===== src/design/tag_position_smoother_polar_unit_assert.svh =====
// Assertion macros for the tag position smoother.
`ifndef TAG_POSITION_SMOOTHER_POLAR_UNIT_ASSERT_SVH
`define TAG_POSITION_SMOOTHER_POLAR_UNIT_ASSERT_SVH

// Implication checked on every clock edge outside reset.
`define TPS_ASSERT_IMPL(lbl, clk, rstn, ante, cons, msg) \
    lbl: assert property (@(posedge clk) disable iff (!rstn) (ante) |-> (cons)) \
        else $error(msg);

// Next-cycle implication.
`define TPS_ASSERT_NEXT(lbl, clk, rstn, ante, cons, msg) \
    lbl: assert property (@(posedge clk) disable iff (!rstn) (ante) |=> (cons)) \
        else $error(msg);

`endif


===== src/design/tps_pkg.sv =====
// ----------------------------------------------------------------------------
// tps_pkg
// Shared widths, constants and the CORDIC arctangent table.
// ----------------------------------------------------------------------------
package tps_pkg;

    localparam int WINDOW_DEF   = 12;
    localparam int CORDIC_STEPS = 21;
    localparam int XW           = 20;
    localparam int YW           = 21;
    localparam int GAP_W        = 16;
    localparam int FAR_W        = 20;
    localparam int BEAR_W       = 16;
    localparam int CW           = 32;  // CORDIC datapath
    localparam int ZW           = 26;  // angle in pi/2^23
    localparam logic [15:0] GAP_RESET = 16'd1800;
    localparam logic [19:0] FAR_RESET = 20'd12000;

    localparam logic CFG_GAP = 1'b0;
    localparam logic CFG_FAR = 1'b1;

    function automatic logic [ZW-1:0] atan_lut(input logic [4:0] i);
        logic [ZW-1:0] r;
        begin
            case (i)
                5'd0:  r = 26'd2097152;
                5'd1:  r = 26'd1238021;
                5'd2:  r = 26'd654136;
                5'd3:  r = 26'd332050;
                5'd4:  r = 26'd166669;
                5'd5:  r = 26'd83416;
                5'd6:  r = 26'd41718;
                5'd7:  r = 26'd20860;
                5'd8:  r = 26'd10430;
                5'd9:  r = 26'd5215;
                5'd10: r = 26'd2608;
                5'd11: r = 26'd1304;
                5'd12: r = 26'd652;
                5'd13: r = 26'd326;
                5'd14: r = 26'd163;
                5'd15: r = 26'd81;
                5'd16: r = 26'd41;
                5'd17: r = 26'd20;
                5'd18: r = 26'd10;
                5'd19: r = 26'd5;
                5'd20: r = 26'd3;
                default: r = '0;
            endcase
            return r;
        end
    endfunction

endpackage


===== src/design/tag_position_smoother_polar_unit.sv =====
// ----------------------------------------------------------------------------
// tag_position_smoother_polar_unit
// Sliding-window average of tag position, then distance and bearing.
// ----------------------------------------------------------------------------
// Usage:
//   s_valid/s_ready take one (x, y) word. y is offset by half the antenna gap,
//   both go into WINDOW-deep windows and the running sums are divided by the
//   fill count. Distance (rounded sqrt, clamped to far_reg) and bearing
//   (21-step vectoring CORDIC) follow, on m_valid/m_ready.
//   Steps in order: window update, rounding divide of x then y, square x
//   and y and sum them, rounded sqrt, CORDIC setup, CORDIC steps. One word
//   at a time: s_ready is low from accept until the result leaves the output
//   register. The divider retires one quotient bit per cycle, the sqrt one
//   root bit per cycle and CORDIC one step per cycle.
//   A stalled m_ready holds the result; no further word is taken.
//   Reset clears sums, fill count, write slot and restores register defaults.
//   Config writes (cfg_we, cfg_index, cfg_wdata) take effect at once; write
//   only while no word is in flight.
// ----------------------------------------------------------------------------
`include "tag_position_smoother_polar_unit_assert.svh"

module tag_position_smoother_polar_unit
    import tps_pkg::*;
#(
    parameter int WINDOW = WINDOW_DEF
) (
    input  logic                    aclk,
    input  logic                    aresetn,
    input  logic                    cfg_we,
    input  logic                    cfg_index,
    input  logic [FAR_W-1:0]        cfg_wdata,
    input  logic                    s_valid,
    output logic                    s_ready,
    input  logic signed [XW-1:0]    s_x_mm,
    input  logic signed [XW-1:0]    s_y_mm,
    output logic                    m_valid,
    input  logic                    m_ready,
    output logic signed [XW-1:0]    m_avg_x_mm,
    output logic signed [YW-1:0]    m_avg_y_mm,
    output logic [FAR_W-1:0]        m_distance_mm,
    output logic signed [BEAR_W-1:0] m_bearing,
    output logic                    m_distance_clamped
);

    localparam int IW  = (WINDOW > 1) ? $clog2(WINDOW) : 1;
    localparam int CNW = $clog2(WINDOW + 1);
    localparam int SXW = XW + $clog2(WINDOW + 1);
    localparam int SYW = YW + $clog2(WINDOW + 1);
    localparam int DQW = SYW;            // divider magnitude width
    localparam int DCW = $clog2(DQW + 1);
    localparam int SQW = 2 * YW;         // sum of squares fits 42 bits
    localparam int RW  = YW + 1;

    typedef enum logic [8:0] {
        S_IDLE = 9'b000000001,
        S_UPD  = 9'b000000010,
        S_DIV  = 9'b000000100,
        S_SQ   = 9'b000001000,
        S_SQA  = 9'b000010000,
        S_SQRT = 9'b000100000,
        S_CPRE = 9'b001000000,
        S_CORD = 9'b010000000,
        S_OUT  = 9'b100000000
    } state_t;

    state_t state_reg;

    logic [GAP_W-1:0] gap_reg;
    logic [FAR_W-1:0] far_reg;

    logic signed [XW-1:0] xwin [WINDOW];
    logic signed [YW-1:0] ywin [WINDOW];
    logic signed [SXW-1:0] xsum_reg;
    logic signed [SYW-1:0] ysum_reg;
    logic [CNW-1:0] fill_reg;
    logic [IW-1:0]  slot_reg;
    logic signed [XW-1:0] xin_reg;
    logic signed [YW-1:0] yin_reg;
    logic signed [XW-1:0] xold_reg;
    logic signed [YW-1:0] yold_reg;

    // shared restoring divider
    logic            dsel_reg;   // 0: x, 1: y
    logic [DQW-1:0]  dnum_reg;
    logic [CNW-1:0]  drem_reg;
    logic [DCW-1:0]  dcnt_reg;
    logic            dneg_reg;
    logic signed [XW-1:0] ax_reg;
    logic signed [YW-1:0] ay_reg;

    logic [SQW-1:0] sq_reg;
    logic [SQW-1:0] prod_reg;
    logic [SQW-1:0] rem_reg;
    logic [RW-1:0]  root_reg;
    logic [5:0]     scnt_reg;

    logic signed [CW-1:0] cx_reg, cy_reg;
    logic signed [ZW-1:0] cz_reg;
    logic [4:0] ccnt_reg;
    logic       axis_reg;        // bearing taken from the axis cases
    logic signed [BEAR_W-1:0] axis_bear_reg;

    assign s_ready = (state_reg == S_IDLE);
    assign m_valid = (state_reg == S_OUT);

    // divider step
    logic [CNW:0] dtrial;
    logic [CNW:0] dshift;
    assign dshift = {drem_reg, dnum_reg[DQW-1]};
    assign dtrial = dshift - {1'b0, fill_reg};

    // sqrt step: two bits per iteration
    logic [SQW-1:0] rshift;
    logic [SQW-1:0] strial;
    logic [SQW-1:0] sqshift;
    assign rshift  = {rem_reg[SQW-3:0], sq_reg[SQW-1:SQW-2]};
    assign strial  = {{(SQW-RW-2){1'b0}}, root_reg, 2'b01};
    assign sqshift = {sq_reg[SQW-3:0], 2'b00};

    // CORDIC step
    logic signed [CW-1:0] cdx, cdy;
    assign cdx = cy_reg >>> ccnt_reg;
    assign cdy = cx_reg >>> ccnt_reg;

    logic signed [SYW-1:0] ysel;
    logic signed [SYW-1:0] ydiv_src;
    logic signed [SYW-1:0] mag_src;
    assign ysel     = dsel_reg ? ysum_reg : SYW'(xsum_reg);
    assign ydiv_src = ysel;
    assign mag_src  = ydiv_src[SYW-1] ? -ydiv_src : ydiv_src;

    logic [DQW-1:0] qround;
    assign qround = dnum_reg;

    logic signed [YW-1:0]  sq_op;
    logic signed [SQW-1:0] sq_prod;
    assign sq_op   = dsel_reg ? ay_reg : YW'(ax_reg);
    assign sq_prod = $signed(sq_op) * $signed(sq_op);

    // angle + half LSB; bits above 8 give the floor-shifted bearing
    logic signed [ZW-1:0] zr;
    assign zr = cz_reg + ZW'(128);

    always_ff @(posedge aclk) begin
        if (!aresetn) begin
            state_reg <= S_IDLE;
            gap_reg   <= GAP_RESET;
            far_reg   <= FAR_RESET;
            xsum_reg  <= '0;
            ysum_reg  <= '0;
            fill_reg  <= '0;
            slot_reg  <= '0;
        end else begin
            if (cfg_we) begin
                if (cfg_index == CFG_GAP) gap_reg <= cfg_wdata[GAP_W-1:0];
                else                      far_reg <= cfg_wdata;
            end
            case (state_reg)
                S_IDLE: begin
                    if (s_valid) begin
                        xin_reg  <= s_x_mm;
                        yin_reg  <= YW'(s_y_mm) - YW'({1'b0, gap_reg[GAP_W-1:1]});
                        xold_reg <= xwin[slot_reg];
                        yold_reg <= ywin[slot_reg];
                        state_reg <= S_UPD;
                    end
                end
                S_UPD: begin
                    if (fill_reg == CNW'(WINDOW)) begin
                        xsum_reg <= xsum_reg - SXW'(xold_reg) + SXW'(xin_reg);
                        ysum_reg <= ysum_reg - SYW'(yold_reg) + SYW'(yin_reg);
                    end else begin
                        fill_reg <= fill_reg + 1'b1;
                        xsum_reg <= xsum_reg + SXW'(xin_reg);
                        ysum_reg <= ysum_reg + SYW'(yin_reg);
                    end
                    xwin[slot_reg] <= xin_reg;
                    ywin[slot_reg] <= yin_reg;
                    slot_reg <= (slot_reg == IW'(WINDOW - 1)) ? '0 : slot_reg + 1'b1;
                    dsel_reg <= 1'b0;
                    dcnt_reg <= '0;
                    state_reg <= S_DIV;
                end
                S_DIV: begin
                    if (dcnt_reg == '0) begin
                        // load |sum| + n/2
                        dnum_reg <= DQW'(mag_src) + DQW'(fill_reg >> 1);
                        dneg_reg <= ydiv_src[SYW-1];
                        drem_reg <= '0;
                        dcnt_reg <= dcnt_reg + 1'b1;
                    end else if (dcnt_reg <= DCW'(DQW)) begin
                        if (!dtrial[CNW]) begin
                            drem_reg <= dtrial[CNW-1:0];
                            dnum_reg <= {dnum_reg[DQW-2:0], 1'b1};
                        end else begin
                            drem_reg <= dshift[CNW-1:0];
                            dnum_reg <= {dnum_reg[DQW-2:0], 1'b0};
                        end
                        dcnt_reg <= dcnt_reg + 1'b1;
                    end else begin
                        if (!dsel_reg) begin
                            ax_reg <= dneg_reg ? -XW'(qround) : XW'(qround);
                            dsel_reg <= 1'b1;
                            dcnt_reg <= '0;
                        end else begin
                            ay_reg <= dneg_reg ? -YW'(qround) : YW'(qround);
                            state_reg <= S_SQ;
                            dsel_reg <= 1'b0;
                        end
                    end
                end
                S_SQ: begin
                    prod_reg <= sq_prod;
                    state_reg <= S_SQA;
                end
                S_SQA: begin
                    if (!dsel_reg) begin
                        sq_reg   <= prod_reg;
                        dsel_reg <= 1'b1;
                        state_reg <= S_SQ;
                    end else begin
                        sq_reg   <= sq_reg + prod_reg;
                        rem_reg  <= '0;
                        root_reg <= '0;
                        scnt_reg <= '0;
                        state_reg <= S_SQRT;
                    end
                end
                S_SQRT: begin
                    if (scnt_reg < 6'(SQW / 2)) begin
                        if (rshift >= strial) begin
                            rem_reg  <= rshift - strial;
                            root_reg <= {root_reg[RW-2:0], 1'b1};
                        end else begin
                            rem_reg  <= rshift;
                            root_reg <= {root_reg[RW-2:0], 1'b0};
                        end
                        sq_reg   <= sqshift;
                        scnt_reg <= scnt_reg + 1'b1;
                    end else begin
                        // round: remainder > root
                        if (rem_reg > SQW'(root_reg)) root_reg <= root_reg + 1'b1;
                        state_reg <= S_CPRE;
                    end
                end
                S_CPRE: begin
                    axis_reg <= 1'b0;
                    ccnt_reg <= '0;
                    if (ay_reg == '0) begin
                        axis_reg <= 1'b1;
                        axis_bear_reg <= ax_reg[XW-1] ? 16'sh8000 : 16'sd0;
                    end else if (ax_reg == '0) begin
                        axis_reg <= 1'b1;
                        axis_bear_reg <= ay_reg[YW-1] ? -16'sd16384 : 16'sd16384;
                    end
                    if (ax_reg[XW-1]) begin
                        cz_reg <= ay_reg[YW-1] ? -26'sd8388608 : 26'sd8388608;
                        cx_reg <= CW'(-(CW'(ax_reg))) <<< 8;
                        cy_reg <= CW'(-(CW'(ay_reg))) <<< 8;
                    end else begin
                        cz_reg <= '0;
                        cx_reg <= CW'(ax_reg) <<< 8;
                        cy_reg <= CW'(ay_reg) <<< 8;
                    end
                    state_reg <= S_CORD;
                end
                S_CORD: begin
                    if (!cy_reg[CW-1]) begin
                        cx_reg <= cx_reg + cdx;
                        cy_reg <= cy_reg - cdy;
                        cz_reg <= cz_reg + $signed(atan_lut(ccnt_reg));
                    end else begin
                        cx_reg <= cx_reg - cdx;
                        cy_reg <= cy_reg + cdy;
                        cz_reg <= cz_reg - $signed(atan_lut(ccnt_reg));
                    end
                    if (ccnt_reg == 5'(CORDIC_STEPS - 1)) begin
                        state_reg <= S_OUT;
                    end
                    ccnt_reg <= ccnt_reg + 1'b1;
                end
                S_OUT: begin
                    if (m_ready) state_reg <= S_IDLE;
                end
                default: state_reg <= S_IDLE;
            endcase
        end
    end

    logic root_over;
    assign root_over = (root_reg > RW'(far_reg));

    assign m_avg_x_mm         = ax_reg;
    assign m_avg_y_mm         = ay_reg;
    assign m_distance_clamped = root_over;
    assign m_distance_mm      = root_over ? far_reg : root_reg[FAR_W-1:0];
    assign m_bearing          = axis_reg ? axis_bear_reg : zr[BEAR_W+7:8];

    `TPS_ASSERT_IMPL(a_one_side, aclk, aresetn, 1'b1, !(s_ready && m_valid),
        "input and output both open")
    `TPS_ASSERT_NEXT(a_hold_out, aclk, aresetn, m_valid && !m_ready,
        m_valid && $stable(m_distance_mm), "result dropped while stalled")
    `TPS_ASSERT_IMPL(a_fill_max, aclk, aresetn, 1'b1, fill_reg <= CNW'(WINDOW),
        "fill count beyond window")

endmodule


===== config.mk =====
export PLATFORM = sky130hd
export DESIGN_NAME = tag_position_smoother_polar_unit
export DESIGN_NICKNAME = d
export VERILOG_FILES = /design/src/design/tps_pkg.sv /design/src/design/tag_position_smoother_polar_unit.sv
export VERILOG_INCLUDE_DIRS = /design/src /design/src/design
export SDC_FILE = /design/constraint.sdc
export NUM_CORES = 2
export LEC_CHECK = 0
export ABC_CLOCK_PERIOD_IN_PS = 26900
export BUFFER_PORTS_ARGS = -buffer_cell sky130_fd_sc_hd__buf_4
export CAP_MARGIN = 30
export CORE_MARGIN = 4
export CORE_UTILIZATION = 60
export CTS_CLUSTER_DIAMETER = 150
export CTS_CLUSTER_SIZE = 30
export DETAILED_ROUTE_END_ITERATION = 8
export GPL_TIMING_DRIVEN = 1
export PLACE_DENSITY = 0.78
export RECOVER_POWER = 25
export SETUP_SLACK_MARGIN = 0.5
export SYNTH_ARGS = -nofsm -noshare
export SYNTH_HDL_FRONTEND = slang
export SYNTH_SLANG_ARGS = --single-unit

===== constraint.sdc =====
create_clock -name aclk -period 26.9 [get_ports aclk]
set_input_delay 0 -clock aclk [delete_from_list [all_inputs] [get_ports aclk]]
set_output_delay 0 -clock aclk [all_outputs]
set_load 0.03 [all_outputs]

==> impl_metrics.py <==
metrics = {
    "global_route": {
        "grt_util_all_layers": 0.313,
        "grt_antenna_before_repair": 6,
        "grt_pass1_wl_um": 334000,
        "first_global_vias": 58700,
        "grt_max_degree": 79,
        "grt_overflow": 0,
    },
    "floorplan": {
        "floorplan.die.height_um": 369,
        "floorplan.initialDensity": 0.603,
        "design.core.area_mm2": 0.129,
        "design.portCount": 146,
        "dieWidth_um": 369,
        "floorplan_row_count": 132,
        "fp.dieArea_mm2": 0.136,
    },
    "synth": {
        "synth_edf_count": 900,
        "synthCells": 7445,
        "synth-seq-area-share": 0.378,
        "synth-main-ff-cell": "edfxtp_1",
        "async_reset_ff_frac": 0,
        "post-synth-top-area-cell": "edfxtp_1",
        "synth_top_area_frac": 0.347,
        "yosys_register_bits": 1023,
        "netlist-cell-type-count": 98,
        "mappedNetlistArea_mm2": 0.0780,
        "synth.avg_cell_area_um2": 10.5,
        "syn_nets": 8421,
        "warning_count_from_the_yosys_run": 0,
        "post_synth_main_area_contributors": "edfxtp_1 35%, fa_1 12%, ha_1 7.1%",
    },
    "sta": {
        "timing.fmax_ghz": 0.105,
        "fin_setup_tns_ns": 0,
        "final_hold_viol_count": 0,
        "min_period_over_period": 0.354,
        "hold-worst-slack_ns": 0.0511,
        "slew_violations": 0,
        "worst_clock_skew_ns": 0.0818,
        "rsz0062_at_grt": "false",
        "slew-limit-headroom": 0.115,
        "worstMarginPinSlew_ns": 1.33,
        "worst_path_setup_slack_after_routing_ns": 17.38,
        "setup_viol_count_final": 0,
        "layout_min_cycle_time_ns": 9.52,
    },
    "cells_and_area": {
        "largest_registers": "ywin: 252 flops, xwin: 240 flops",
        "fillers": 10100,
        "final_util": 0.643,
        "layout.cells.most_common": "edfxtp_1",
        "flow.area_growth_from_synthesis_pct": 6.70,
        "top_register_by_number_of_flip_flops": "ywin",
        "final_area_mm2": 0.0832,
        "most-common-layout-cells": "900 x edfxtp_1, 881 x inv_1, 683 x nand2_1",
        "layout-drive-gt1-share": 0.0778,
        "finish.net_count": 8517,
        "flip_flop_count_of_the_largest_register_after_layout": 252,
    },
    "cts": {
        "numClockSinks": 1023,
        "clock-root-buffer": "clkbuf_16",
        "tritoncts": "built",
        "cts_max_level": 2,
        "path_clk_slew_ns": 0.12,
        "worst_skew_pair.late_latency_ns": 0.69,
        "cts_buffer_depth": 3,
        "cts_setup_buffers": 0,
        "post_cts_resized": 0,
        "numCtsBuffers": 40,
    },
    "flow_run": {
        "max-cap-violations": 0,
    },
    "route": {
        "drc_errors": 0,
        "final_antenna_net_count": 0,
        "detailroute.via_count": 58000,
        "drt_iter0_drc": 5164,
        "routed_wire_length_per_instance_um": 23.0,
        "number_of_search_and_repair_iterations_in_the_first_detailed_routing_pass": 6,
        "finalWirelength_um": 214000,
        "vias_per_cell": 6.23,
    },
    "setup_path": {
        "critical-path-max-stage-delay_ns": 0.66,
        "worst_ep_arrival_time_ns": 9.91,
        "timing.setup.critical_path_class": "register to register",
        "crit_path_start_kind": "register",
        "worstPathRequired_ns": 27.29,
        "critical-path-top-cell-by-count": "inv_1",
        "slowest_stage_cell_cp": "clkinv_1",
        "timing.critical_path.to_type": "register",
        "critical_path_peak_fanout": 37,
    },
    "placed_design": {
        "buffer_ports.inserted": 145,
        "detailedPlacementHpwl_um": 158000,
        "gp_congestion": 0.991,
        "preCtsSetupSlack_ns": 17.53,
        "placed_cell_area_mm2": 0.0810,
    },
    "power": {
        "worst_ir_drop_vdd_mv": 0.126,
        "power_leakage_nw": 33.3,
        "cellPowerDensity_mw_per_mm2": 55.4,
    },
    "status": {
        "outcome": "complete, no violations",
    },
    "worst_hold_path": {
        "timing.hold.worst.class": "input port to register",
    },
}
-- metrics by stage --
stage | std cells | power, mW
floorplan | 7445 | 3.39
finish | 9317 | 4.61
global placement | 9136 | 3.75
detailed placement | 9138 | 3.81
CTS | 9315 | 4.61
global route | 9317 | 4.93
-- Yosys cell counts (17+ instances only) --
| cell type | count |
|---|---|
| a211oi_1 | 59 |
| a21o_1 | 155 |
| a21oi_1 | 449 |
| a221oi_1 | 17 |
| a31oi_1 | 67 |
| and2_1 | 42 |
| and3_1 | 42 |
| buf_1 | 40 |
| buf_2 | 30 |
| clkbuf_1 | 200 |
| dfxtp_1 | 123 |
| edfxtp_1 | 900 |
| fa_1 | 467 |
| ha_1 | 443 |
| inv_1 | 883 |
| mux2_2 | 50 |
| mux2i_1 | 181 |
| mux4_2 | 175 |
| nand2_1 | 683 |
| nand2b_1 | 71 |
| nand3_1 | 105 |
| nand4_1 | 35 |
| nor2_1 | 572 |
| nor2b_1 | 62 |
| nor3_1 | 111 |
| nor3b_1 | 26 |
| nor4_1 | 28 |
| o211ai_1 | 41 |
| o21a_1 | 52 |
| o21ai_0 | 383 |
| o21bai_1 | 28 |
| o221ai_1 | 17 |
| o22ai_1 | 26 |
| o31ai_1 | 30 |
| or3_1 | 57 |
| xnor2_1 | 313 |
| xor2_1 | 169 |
-- worst max-delay path: cells and delay by family, from the launching register on --
| kind | cells | cell delay (ns) |
|---|---|---|
| adders and majority gates | 8 | 3.87 |
| AOI/OAI and AO/OA | 9 | 2.34 |
| and+or+nand+nor | 1 | 0.43 |
| muxes | 1 | 0.44 |
| DFF | 1 | 0.38 |
| xor gates and xnor gates | 1 | 0.08 |
| buffers and inverters | 10 | 1.64 |
-- path summary, 6_finish.rpt --
| path | from | end | slack (ns) | cells after the start |
|---|---|---|---|---|
| max | dsel_reg | prod_reg[38] | 17.38 | 30 |
| min | s_x_mm[2] | xin_reg[2] | 0.05 | 2 |
| max reg2reg | dsel_reg | prod_reg[38] | 17.38 | 30 |
| min reg2reg | gap_reg[12] | gap_reg[12] | 0.47 | 2 |
-- what timing repair did --
action                     4_1_cts  5_1_grt
hold endpoints to repair       130        0
hold buffers                   103        0
setup endpoints to repair        0        0
-- report_power, final --
part	total, mW	leakage [nW]	internal (mW)	switching [mW]
Sequential	1.89	9.31	1.84	0.0513
Combinational	1.92	23.4	0.830	1.09
Clock	0.797	0.576	0.296	0.502
Total	4.61	33.3	2.96	1.64
-- layout make-up --
class	count	area, um^2	share of cell area
multi-input cells	5243	44200	0.531
flip-flops and latches	1023	29500	0.355
inverters	894	3360	0.0403
repair buffers	339	2780	0.0335
well taps	1742	2180	0.0262
clock buffers	69	1110	0.0133
clock inverters	5	116	0.00140
diodes	2	5.00	0.0000601
-- logic make-up after synthesis --
kind of cell / share of synthesized area
AND/OR/NAND/NOR: 0.113
AO/OA/AOI/OAI: 0.121
buffers and inverters: 0.0584
flip-flops: 0.378
adder cells (fa/ha/maj): 0.191
XOR/XNOR: 0.0543
multiplexers: 0.0841
-- metal layers --
| layer | routed length, um | part of all wire | up-vias | track usage |
|---|---|---|---|---|
| met5 | 41 | 0.00019 | - | 0 |
| met4 | 10100 | 0.047 | 6 | 0.126 |
| met3 | 17100 | 0.080 | 510 | 0.0487 |
| met2 | 102000 | 0.48 | 2436 | 0.520 |
| met1 | 84400 | 0.39 | 28700 | 0.415 |
| li1 | - | - | 26400 | - |
No activity file was read; power rests on OpenSTA's default activity.
